**src/design/qpr_pkg.sv**
```systemverilog
// Shared types, widths and constants for the quaternion point rotation pipeline.
`timescale 1ns / 1ps

package qpr_pkg;

    // Field widths of the payload and configuration registers.
    localparam int COORD_W = 32;
    localparam int QUAT_W  = 16;

    // Width of one product of two quaternion components.
    localparam int PROD_W = 2 * QUAT_W;
    // Width of one rotation matrix element (sum of products, times two).
    localparam int MAT_W = 2 * QUAT_W + 2;
    // The matrix element is split in a low unsigned half and a high signed half.
    localparam int LO_W = MAT_W / 2;
    localparam int HI_W = MAT_W - LO_W;
    localparam int PPL_W = LO_W + 1 + COORD_W;
    localparam int PPH_W = HI_W + COORD_W;
    // Full product of a matrix element and a coordinate.
    localparam int ELEM_W = MAT_W + COORD_W;
    // Row sum of three products, with headroom for the rounding constant.
    localparam int ACC_W = MAT_W + COORD_W + 2;
    // Fraction bits dropped at the output.
    localparam int OUT_SHIFT = 2 * (QUAT_W - 2);
    localparam int SHR_W = ACC_W - OUT_SHIFT;

    localparam logic signed [ACC_W-1:0] ROUND_HALF = ACC_W'(1) <<< (OUT_SHIFT - 1);
    localparam logic signed [COORD_W-1:0] COORD_MAX = {1'b0, {(COORD_W - 1){1'b1}}};
    localparam logic signed [COORD_W-1:0] COORD_MIN = {1'b1, {(COORD_W - 1){1'b0}}};
    localparam logic signed [QUAT_W-1:0] QUAT_ONE = QUAT_W'(1) <<< (QUAT_W - 2);

    // Configuration register indexes.
    typedef enum logic [1:0] {
        REG_QUAT_X = 2'd0,
        REG_QUAT_Y = 2'd1,
        REG_QUAT_Z = 2'd2,
        REG_QUAT_W = 2'd3
    } cfg_reg_t;

    typedef logic signed [MAT_W-1:0] mat_t;
    typedef logic signed [ACC_W-1:0] acc_t;

    typedef struct packed {
        logic signed [QUAT_W-1:0] x;
        logic signed [QUAT_W-1:0] y;
        logic signed [QUAT_W-1:0] z;
        logic signed [QUAT_W-1:0] w;
    } quat_t;

    typedef struct packed {
        logic signed [COORD_W-1:0] point_x;
        logic signed [COORD_W-1:0] point_y;
        logic signed [COORD_W-1:0] point_z;
    } point_in_t;

    typedef struct packed {
        logic signed [COORD_W-1:0] rotated_x;
        logic signed [COORD_W-1:0] rotated_y;
        logic signed [COORD_W-1:0] rotated_z;
        logic                      saturated;
    } point_out_t;

    // Load enables of the pipeline stages, in flow order.
    typedef struct packed {
        logic prod;
        logic mat;
        logic part;
        logic elem;
        logic row;
        logic out;
    } pipe_en_t;

endpackage

```
**src/design/qpr_round.sv**
```systemverilog
// Output stage: drops the fraction bits, saturates and registers the result.
`timescale 1ns / 1ps

module qpr_round (
    input  logic                 clk,
    input  qpr_pkg::pipe_en_t    en,
    input  qpr_pkg::acc_t        row_sum [3],
    output qpr_pkg::point_out_t  result
);

    localparam int CW = qpr_pkg::COORD_W;
    localparam int SW = qpr_pkg::SHR_W;
    localparam int OS = qpr_pkg::OUT_SHIFT;

    logic signed [SW-1:0] shifted [3];
    logic [SW-CW:0]       top_bits [3];
    logic [2:0]           clip;
    logic signed [CW-1:0] comp [3];
    qpr_pkg::point_out_t  result_next;
    qpr_pkg::point_out_t  result_reg;

    // The value fits when every bit above the output sign repeats that sign.
    always_comb
    begin
        for (int r = 0; r < 3; r++)
        begin
            shifted[r]  = row_sum[r][qpr_pkg::ACC_W-1:OS];
            top_bits[r] = shifted[r][SW-1:CW-1];
            clip[r]     = !((&top_bits[r]) || !(|top_bits[r]));
            if (clip[r])
            begin
                comp[r] = shifted[r][SW-1] ? qpr_pkg::COORD_MIN : qpr_pkg::COORD_MAX;
            end
            else
            begin
                comp[r] = shifted[r][CW-1:0];
            end
        end
        result_next.rotated_x = comp[0];
        result_next.rotated_y = comp[1];
        result_next.rotated_z = comp[2];
        result_next.saturated = |clip;
    end

    always_ff @(posedge clk)
    begin
        if (en.out)
        begin
            result_reg <= result_next;
        end
    end

    assign result = result_reg;

endmodule

```
**config.mk**
```make
export PLATFORM = sky130hd
export DESIGN_NAME = qpr_round
export DESIGN_NICKNAME = d
export VERILOG_FILES = /design/src/design/qpr_pkg.sv /design/src/design/qpr_round.sv
export SDC_FILE = /design/constraint.sdc
export NUM_CORES = 1
export LEC_CHECK = 0
export ABC_AREA = 1
export BUFFER_PORTS_ARGS = -buffer_cell sky130_fd_sc_hd__buf_2
export CORE_AREA = 2 2 120 122
export DETAILED_ROUTE_END_ITERATION = 7
export DIE_AREA = 0 0 122 124
export PLACE_DENSITY = 0.7
export SYNTH_ARGS = -nofsm -noshare
export SYNTH_HDL_FRONTEND = slang
export SYNTH_SLANG_ARGS = --single-unit
```
**constraint.sdc**
```tcl
create_clock -name clk -period 2.3 [get_ports clk]
set_clock_uncertainty 0.2 [all_clocks]
set_input_delay 0.23 -clock clk [delete_from_list [all_inputs] [get_ports clk]]
set_output_delay 0.23 -clock clk [all_outputs]
set_load 0.005 [all_outputs]
```
; ---- After elaboration in Yosys (flattened, before gate mapping)
; Cells that the tools add are included.
[op_classes]
muxes = 6
reduce_logical = 16
[op_table]
columns = cell, n
row1 = 32-bit 2-to-1 mux, 6
row2 = 9-bit AND reduction, 3
row3 = 9-bit OR reduction, 3
row4 = 1-bit logical NOT, 6
row5 = 1-bit logical OR, 3
row6 = 3-bit OR reduction, 1
[word_totals]
register_bits = 97
inputBits = 211
word_cells = 26

; ---- Longest topological paths before layout
; Gate-level depths: netlist of the first run.
[depth]
ltp_word = 5
mapped_depth = 8
ltp_nobuf = 7

; ---- Worst setup path after synthesis of the first run
; No wires, ideal clock.
[synth_timing]
kind = input to register
startpoint = input row_sum[67] in the netlist's numbering
endpoint = register result_reg, in the netlist result[10], data pin
setup_time_ps = 252
arrival_ps = 931
cell_stages = 6
setup_slack_ps = 917
path_cell_list = or2_1 nor2_1 nand2_2 nand3_2 buf_6 nand2_1
[synth_rtl]
columns = element, line
row1 = start: declaration, qpr_round.sv:7  ; input qpr_pkg::acc_t row_sum [3],
row2 = end signal: assignment, qpr_round.sv:49  ; result_reg <= result_next;
row3 = end: declaration, qpr_round.sv:20  ; qpr_pkg::point_out_t result_reg;

==> flow_summary_export.csv, run 1 <==
group,metric,value,unit
timing,finalSetupViolCount,0,
power_and_ir_drop,total_leakage_power,0.00294,uW
synth,synth_seq_cells,97,
power_and_ir_drop,power.combinational.fraction,13.2,%
floorplan,rows,43,
route,drt-wirelength-per-cell,13.5,um
power_and_ir_drop,power-per-cell-area,634,mW/mm2
clock_tree,tritoncts,"built",
route,wirelength,11500,um
floorplan,number_of_top_level_pins,308,
floorplan,die_span_y,124,um
power_and_ir_drop,switching_share,21.7,%
global_route,wire_length_of_the_first_global_routing_pass,16900,um
global_route,grt_max_degree,33,
timing,unrepaired_setup_endpoints_after_global_routing,"no",
worst_setup_path,crit_family,"buffers and inverters",
clock_tree,clock_sinks,97,
clock_tree,tritoncts.num_buffers,9,
synth,synth.top_cells.by_area,"sky130_fd_sc_hd__edfxtp_1 (71%), sky130_fd_sc_hd__nand2_1 (19%), sky130_fd_sc_hd__buf_6 (4.1%)",
floorplan,initial_core_util,29.7,%
timing,totalNegativeSetupSlack,0,ps
synth,synth_fp_nets,567,
timing,final.min_clock_period,1970,ps
synth,synth-seq-area-share,71.4,%
synth,synthDistinctLibCells,14,
finish,fillers,1231,
route,drcViolationCount,0,
route,detailroute.via_count,3603,
global_route,gr-total-overflow,0,
timing,maxSlewViolCount,0,
power_and_ir_drop,netSwitchingPower,901,uW
worst_setup_path,critical_path.max_stage_delay,540,ps
synth,synth_warnings,0,
synth,synth.top_cell.area_share,71.4,%
worst_setup_path,crit_arrival,1860,ps
power_and_ir_drop,total_power,4150,uW
synth,synthesis.area_per_instance,11.5,um2
worst_hold_path,worst_hold_startpoint,"en[0]",
clock_tree,htree_levels,3,
worst_setup_path,critPathSlowestCell,"sky130_fd_sc_hd__dlygate4sd3_1",
timing,hold_violations,0,
global_route,globalRouteTotalUtil,14.8,%
floorplan,floorplan.die_area,0.0151,mm2
status,result_of_the_run,"finished, final reports clean",
worst_setup_path,worstPathCellList,"dlygate4sd3_1 -> buf_2 -> or2_1 -> nor2_1 -> nand2_2 -> nand3_2 -> buf_12 -> nand2_1",
timing,max_freq,508,MHz
clock_tree,max-clock-path-buffers,2,
finish,drive_gt1_share,37.1,%
worst_setup_path,worstPathRequired,2200,ps
worst_setup_path,critPathLaunchType,"input port",
timing,relSlewSlack,76.5,%
finish,final_net_count,880,
power_and_ir_drop,clock_power_share,35.4,%
finish,finalInstanceArea,0.00655,mm2
placed_design,detailedPlace.worstSlack,538,ps
power_and_ir_drop,ir_drop,0.000378,V
power_and_ir_drop,p_seq_share,51.4,%
route,drt_iter0_drc,152,
floorplan,core_region_area,0.0137,mm2
flow_run,maxCapViolCount,0,
placed_design,hpwl,7250,um
synth,synthesis.instances,356,
clock_tree,clock_root_buffer_master,"sky130_fd_sc_hd__clkbuf_16",
placed_design,buffer_ports.inserted,218,
worst_setup_path,worstSetupEndpointType,"register",
global_route,initial_antenna_violation_count,0,
timing,final.setup.worst_slack,333,ps
placed_design,gp_congestion,0.771,
finish,area.growth.synth_to_final,60.6,%
worst_hold_path,min_path_cells,1,
synth,mappedNetlistArea,0.00408,mm2
clock_tree,cts.clk_slew.worst_paths,70,ps
floorplan,chipWidth,122,um
finish,largest_register_ffs,97,
route,postRouteAntennaNets,0,
timing,min_period_over_period,85.5,%
finish,n_antenna_cell,0,
timing,worst_margin_pin_slew,352,ps
worst_hold_path,path_type_of_the_worst_min_delay_path,"input port to register",
power_and_ir_drop,p_int,3250,uW
route,viasPerCell,4.22,
synth,yosys.area.top_type,"sky130_fd_sc_hd__edfxtp_1",
worst_setup_path,critical_path_buf_inv_count,3,
worst_setup_path,critPathMaxFanout,20,
worst_hold_path,hold-path-endpoint,"result[52]",
worst_setup_path,worstSetupPathType,"input port to register",
placed_design,placed_cell_area,0.00530,mm2
global_route,grt_pass1_vias,3578,
route,drt_first_pass_iters,5,
worst max-delay path by stage:
stage           startpoint         end  slack, ps  cells past startpoint
2_1_floorplan  row_sum[67]  result[10]        920                      6
3_3_place_gp   row_sum[67]  result[12]        570                      7
3_5_place_dp   row_sum[67]  result[18]        540                      7
4_1_cts        row_sum[67]  result[18]        370                      8
5_1_grt        row_sum[67]  result[28]        280                      8
6_report       row_sum[67]  result[28]        330                      8
what timing repair did:
| item | CTS | global route |
|---|---|---|
| setup buffers | 0 | 0 |
| hold buffers | 96 | 0 |
| endpoints found under the setup margin | 0 | 0 |
| gates resized for setup | 0 | 0 |
| endpoints found under the hold margin | 96 | 0 |
through the flow:
| stage | std cells | hold WS [ps] | utilization [%] |
|---|---|---|---|
| floorplan | 356 | 142 | - |
| global placement | 742 | 253 | 38.6 |
| detailed placement | 742 | 250 | 38.6 |
| CTS | 854 | 111 | 47.7 |
| global route | 854 | 121 | 47.7 |
| finish | 854 | 124 | 47.7 |
power groups by stage:
stage          clock network [uW]  logic, uW  registers (uW)
6_report                     1470        546            2130
5_1_grt                      1600        597            2140
4_1_cts                      1520        542            2130
3_5_place_dp                    0        415            2170
3_3_place_gp                    0        411            2170
2_1_floorplan                   0       86.3            2200
area by class of cell:
type | count | area, um2 | share of cell area, %
Sequential cell | 97 | 2910 | 44.5
Timing Repair Buffer | 323 | 2170 | 33.2
Multi-Input combinational cell | 235 | 940 | 14.3
Clock buffer | 10 | 229 | 3.50
Tap cell | 180 | 225 | 3.44
Clock inverter | 6 | 58.8 | 0.898
Inverter | 3 | 11.3 | 0.172
cells in the mapped netlist, drive strengths merged:
master	number
buf	18
clkbuf	1
dlygate4sd3	2
edfxtp	97
inv	3
nand2	207
nand3	7
nor2	15
nor3	3
or2	3
metal layers:
layer  global-route usage [%]  vias to the layer above  part of all wire [%]
li1                         -                     1790                     -
met4                     5.60                        0                   1.5
met3                     4.99                       19                   8.5
met1                     16.1                     1612                    39
met2                     26.9                      182                    51
met5                        0                        -                     0
cell usage in the layout, fill, tap and decap left out:
cell type                       count
sky130_fd_sc_hd__buf_12             4
sky130_fd_sc_hd__buf_2            217
sky130_fd_sc_hd__buf_4              6
sky130_fd_sc_hd__bufinv_16          1
sky130_fd_sc_hd__clkbuf_1           1
sky130_fd_sc_hd__clkbuf_16          9
sky130_fd_sc_hd__clkinv_2           4
sky130_fd_sc_hd__clkinv_4           1
sky130_fd_sc_hd__dlygate4sd3_1     96
sky130_fd_sc_hd__edfxtp_1          97
sky130_fd_sc_hd__inv_1              3
sky130_fd_sc_hd__nand2_1          202
sky130_fd_sc_hd__nand2_2            3
sky130_fd_sc_hd__nand2_4            2
sky130_fd_sc_hd__nand3_1            4
sky130_fd_sc_hd__nand3_2            3
sky130_fd_sc_hd__nor2_1            15
sky130_fd_sc_hd__nor3_1             3
sky130_fd_sc_hd__or2_1              3
cells by family (layout without fill, tap and decap cells):
| family | Yosys count | after routing | synth area share [%] |
|---|---|---|---|
| buf+inv | 24 | 342 | 5.55 |
| simple gates | 235 | 235 | 23.0 |
| flops | 97 | 97 | 71.4 |
No activity file was read; power rests on OpenSTA's default activity.
==> inputs of run 2 (changes only) <==
==> constraint.sdc (replaced) <==
create_clock -name clk -period 2.3 [get_ports clk]
set_clock_uncertainty 0.2 [all_clocks]
set_input_delay 0.345 -clock clk [delete_from_list [all_inputs] [get_ports clk]]
set_output_delay 0.345 -clock clk [all_outputs]
set_load 0.005 [all_outputs]
==> flow_summary_export.csv, run 2 (synthesis gave the netlist of run 1 again) <==
group,metric,value,unit
worst_setup_path,critPathLaunchType,"input port",
worst_setup_path,crit_family,"simple AND/OR/NAND/NOR gates",
timing,max_freq,664,MHz
timing,finalSetupViolCount,0,
clock_tree,clock_sinks,97,
timing,final.min_clock_period,1510,ps
timing,maxSlewViolCount,0,
worst_setup_path,critical_path_buf_inv_count,2,
global_route,groute.layer.met2.usage,20.5,%
worst_setup_path,worstPathCellList,"buf_2 -> or2_1 -> nor2_1 -> nand2_2 -> nand3_2 -> buf_4 -> nand2_1",
floorplan,chipWidth,122,um
placed_design,post-place-cells,741,
timing,unrepaired_setup_endpoints_after_global_routing,"no",
worst_hold_path,path_type_of_the_worst_min_delay_path,"input port to register",
global_route,gr-usage-met3,4.08,%
finish,mostFrequentLayoutCells,"sky130_fd_sc_hd__buf_2 (217), sky130_fd_sc_hd__nand2_1 (202), sky130_fd_sc_hd__edfxtp_1 (97), sky130_fd_sc_hd__nor2_1 (15), sky130_fd_sc_hd__clkbuf_16 (9)",
finish,n_antenna_cell,0,
power_and_ir_drop,power-per-cell-area,695,mW/mm2
clock_tree,tritoncts.num_buffers,9,
placed_design,detailedPlace.worstSlack,431,ps
power_and_ir_drop,ir_drop,0.000326,V
route,wirelength,9710,um
clock_tree,post-cts-setup-buffer-count,0,
global_route,most_used_layer_global_route,"met2",
floorplan,core_region_area,0.0137,mm2
placed_design,buffer_ports.inserted,218,
global_route,gr-total-overflow,0,
clock_tree,cts.clk_slew.worst_paths,60,ps
route,viasPerCell,4.14,
route,drt-wirelength-per-cell,12.8,um
worst_setup_path,critPathSlowestCell,"sky130_fd_sc_hd__buf_4",
finish,fillers,1399,
finish,drive_gt1_share,42.5,%
timing,relSlewSlack,75.4,%
status,result_of_the_run,"finished, final reports clean",
timing,totalNegativeSetupSlack,0,ps
worst_setup_path,critical_path.max_stage_delay,240,ps
route,drt_first_pass_iters,4,
worst_setup_path,worstSetupPathType,"input port to register",
global_route,globalRouteTotalUtil,12.6,%
timing,worst_margin_pin_slew,369,ps
floorplan,initial_core_util,29.7,%
worst_setup_path,worstSetupEndpointType,"register",
timing,min_period_over_period,65.5,%
worst_setup_path,critPathMaxFanout,15,
floorplan,die_span_y,124,um
floorplan,number_of_top_level_pins,308,
timing,hold_violations,0,
worst_setup_path,crit_arrival,1390,ps
global_route,initial_antenna_violation_count,0,
placed_design,gp_congestion,0.736,
power_and_ir_drop,total_leakage_power,0.00251,uW
finish,largest_register_ffs,97,
worst_setup_path,worstPathRequired,2190,ps
global_route,grt_pass1_vias,2920,
clock_tree,max-clock-path-buffers,2,
finish,final_net_count,783,
flow_run,maxCapViolCount,0,
route,detailroute.via_count,3133,
finish,layout_commonest_cell,"sky130_fd_sc_hd__buf_2",
global_route,grt_max_degree,59,
power_and_ir_drop,total_power,3850,uW
route,drt_iter0_drc,163,
clock_tree,holdBufCountCts,0,
finish,layout.cells.non_filler,757,
floorplan,floorplan.die_area,0.0151,mm2
timing,final.setup.worst_slack,795,ps
clock_tree,clock_root_buffer_master,"sky130_fd_sc_hd__clkbuf_16",
clock_tree,tritoncts,"built",
route,postRouteAntennaNets,0,
clock_tree,cts-resized-gates,0,
finish,area.growth.synth_to_final,36.0,%
placed_design,hpwl,7170,um
floorplan,rows,43,
global_route,globalRouteMet1Util,15.1,%
route,drcViolationCount,0,
global_route,wire_length_of_the_first_global_routing_pass,14400,um
clock_tree,htree_levels,3,
## run 2: cell type report
class,instances,area [um2],area share (%)
Clock buffer,10,229,4.13
Clock inverter,6,25.0,0.451
Inverter,3,11.3,0.203
Multi-Input combinational cell,235,940,16.9
Sequential cell,97,2910,52.5
Tap cell,180,225,4.06
Timing Repair Buffer,226,1200,21.7
## run 2: path summary, 6_finish.rpt
path | from | to | cells after the start
worst max-delay path | row_sum[135] | result[52] | 7
worst min-delay path | row_sum[203] | result[96] | 1
## run 2: metal layers
metal | wire, um | share of wire [%]
met2 | 4670 | 48
met5 | 0 | 0
met4 | 117 | 1.2
met1 | 3980 | 41
met3 | 938 | 9.7
## run 2: through the flow
| stage | utilization (%) | cell area [um2] | hold WS (ps) |
|---|---|---|---|
| finish | 40.4 | 5550 | 31.1 |
| global route | 40.4 | 5550 | 19.5 |
| CTS | 40.4 | 5550 | 15.5 |
| detailed placement | 38.6 | 5290 | 376 |
| global placement | 38.6 | 5290 | 367 |
| floorplan | - | 4080 | 257 |
## run 2: where the power goes
group	internal, uW	leakage (uW)	switching [uW]
Combinational	201	0.00144	203
Sequential	2100	0.000950	29.6
Clock	715	0.000126	603
Total	3020	0.00251	836
==> inputs of run 3 (changes only) <==
CORE_AREA = 2 2 121 123   (was 2 2 120 122)
DIE_AREA = 0 0 123 125   (was 0 0 122 124)
PLACE_DENSITY = 0.69   (was 0.7)
clock period = 1.5 ns   (was 2.3 ns; I/O delays follow)
==> flow_summary_export.csv, run 3 (synthesis gave the netlist of run 1 again) <==
group,metric,value,unit
status,result_of_the_run,"finished, final reports clean",
clock_tree,htree_levels,3,
clock_tree,max-clock-path-buffers,2,
clock_tree,clock_sinks,97,
worst_setup_path,crit_arrival,880,ps
placed_design,buffer_ports.inserted,218,
worst_setup_path,worstPathCellList,"buf_2",
placed_design,gp_congestion,0.795,
global_route,grt_pass1_vias,3706,
worst_setup_path,critPathMaxFanout,1,
timing,totalNegativeSetupSlack,0,ps
worst_setup_path,worstSetupEndpointType,"output port",
worst_hold_path,path_type_of_the_worst_min_delay_path,"input port to register",
finish,largest_register_ffs,97,
floorplan,initial_core_util,28.7,%
worst_setup_path,worstSetupPathType,"register to output port",
finish,area.growth.synth_to_final,64.6,%
floorplan,number_of_top_level_pins,308,
route,detailroute.via_count,3659,
finish,fillers,1294,
worst_setup_path,crit_family,"flip-flops",
power_and_ir_drop,power-per-cell-area,955,mW/mm2
timing,maxSlewViolCount,0,
route,drcViolationCount,0,
finish,drive_gt1_share,38.0,%
worst_setup_path,worstPathRequired,1070,ps
worst_setup_path,critical_path_buf_inv_count,1,
timing,unrepaired_setup_endpoints_after_global_routing,"no",
floorplan,floorplan.die_area,0.0154,mm2
clock_tree,tritoncts,"built",
route,drt_first_pass_iters,4,
timing,finalSetupViolCount,0,
placed_design,placed_cell_area,0.00546,mm2
clock_tree,tritoncts.num_buffers,9,
placed_design,hpwl,7200,um
power_and_ir_drop,total_leakage_power,0.00299,uW
timing,final.min_clock_period,1300,ps
finish,final_net_count,890,
global_route,gr-total-overflow,0,
route,viasPerCell,4.22,
route,postRouteAntennaNets,0,
floorplan,rows,44,
finish,layout_commonest_cell,"sky130_fd_sc_hd__buf_2",
worst_setup_path,critical_path.max_stage_delay,390,ps
timing,max_freq,768,MHz
route,drt_iter0_drc,181,
worst_setup_path,critPathLaunchType,"register",
timing,relSlewSlack,85.0,%
timing,min_period_over_period,86.8,%
timing,worst_margin_pin_slew,223,ps
global_route,wire_length_of_the_first_global_routing_pass,17700,um
timing,hold_violations,0,
clock_tree,cts-resized-gates,0,
power_and_ir_drop,ir_drop,0.000562,V
global_route,grt_max_degree,41,
clock_tree,clock_root_buffer_master,"sky130_fd_sc_hd__clkbuf_16",
clock_tree,cts.clk_slew.worst_paths,70,ps
finish,n_antenna_cell,0,
flow_run,maxCapViolCount,0,
floorplan,die_span_y,125,um
route,drt-wirelength-per-cell,13.1,um
floorplan,chipWidth,123,um
finish,mostFrequentLayoutCells,"sky130_fd_sc_hd__buf_2 (217), sky130_fd_sc_hd__nand2_1 (202), sky130_fd_sc_hd__edfxtp_1 (97), sky130_fd_sc_hd__dlygate4sd3_1 (96), sky130_fd_sc_hd__nor2_1 (15)",
global_route,globalRouteTotalUtil,14.8,%
global_route,initial_antenna_violation_count,0,
floorplan,core_region_area,0.0142,mm2
finish,finalInstanceArea,0.00671,mm2
route,wirelength,11400,um
worst_setup_path,critPathSlowestCell,"sky130_fd_sc_hd__edfxtp_1",
-- run 3: changes by cell type in the layout (fill, tap and decap cells not counted) --
cell,change
sky130_fd_sc_hd__clkinv_1,-3
sky130_fd_sc_hd__bufinv_16,+1
sky130_fd_sc_hd__clkinv_2,-2
sky130_fd_sc_hd__clkinvlp_4,+5
sky130_fd_sc_hd__buf_4,+5
sky130_fd_sc_hd__dlygate4sd3_1,+96
sky130_fd_sc_hd__clkbuf_1,-1
sky130_fd_sc_hd__buf_12,+6
-- run 3: layer usage --
metal | up-vias | share of wire [%] | global-route usage (%)
met3 | 19 | 7.8 | 4.74
li1 | 1807 | - | -
met1 | 1650 | 40 | 16.7
met2 | 183 | 51 | 26.3
met4 | 0 | 1.7 | 4.81
met5 | - | 0 | 0
-- run 3: metrics by stage --
step	hold slack (ps)	util, %	worst slack (ps)	instances	total power, uW
final	52.7	47.3	198	868	6410
after global routing	40.1	47.3	160	868	6690
after CTS	36.5	47.3	171	868	6470
after detailed placement	274	38.4	-133	756	3980
after global placement	269	38.4	-121	756	3970
after floorplan	137	-	122	356	3500
-- run 3: layout make-up --
type	instances	area (um2)	area share, %
clock buffer	9	225	3.36
clock inverter	7	71.3	1.06
inverter	3	11.3	0.168
multi-input combinational	235	940	14.0
sequential	97	2910	43.4
tap	184	230	3.43
timing repair buffer	333	2320	34.6
-- run 3: power breakdown --
| part | total (uW) | leakage, uW | internal [uW] | switching, uW |
|---|---|---|---|---|
| combinational | 851 | 0.00192 | 490 | 361 |
| clock | 2290 | 0.000127 | 1290 | 1000 |
| sequential | 3270 | 0.000950 | 3220 | 50.7 |
-- run 3: repair_timing --
item                                   CTS  global route
endpoints found under the hold margin   96             0
buffers inserted                         0             0
hold buffers                            96             0
-- run 3: worst paths after layout --
path,start,endpoint,slack (ps),cells past startpoint
worst max-delay path,result[64],result[64],200,1
worst min-delay path,en[0],result[45],50,1
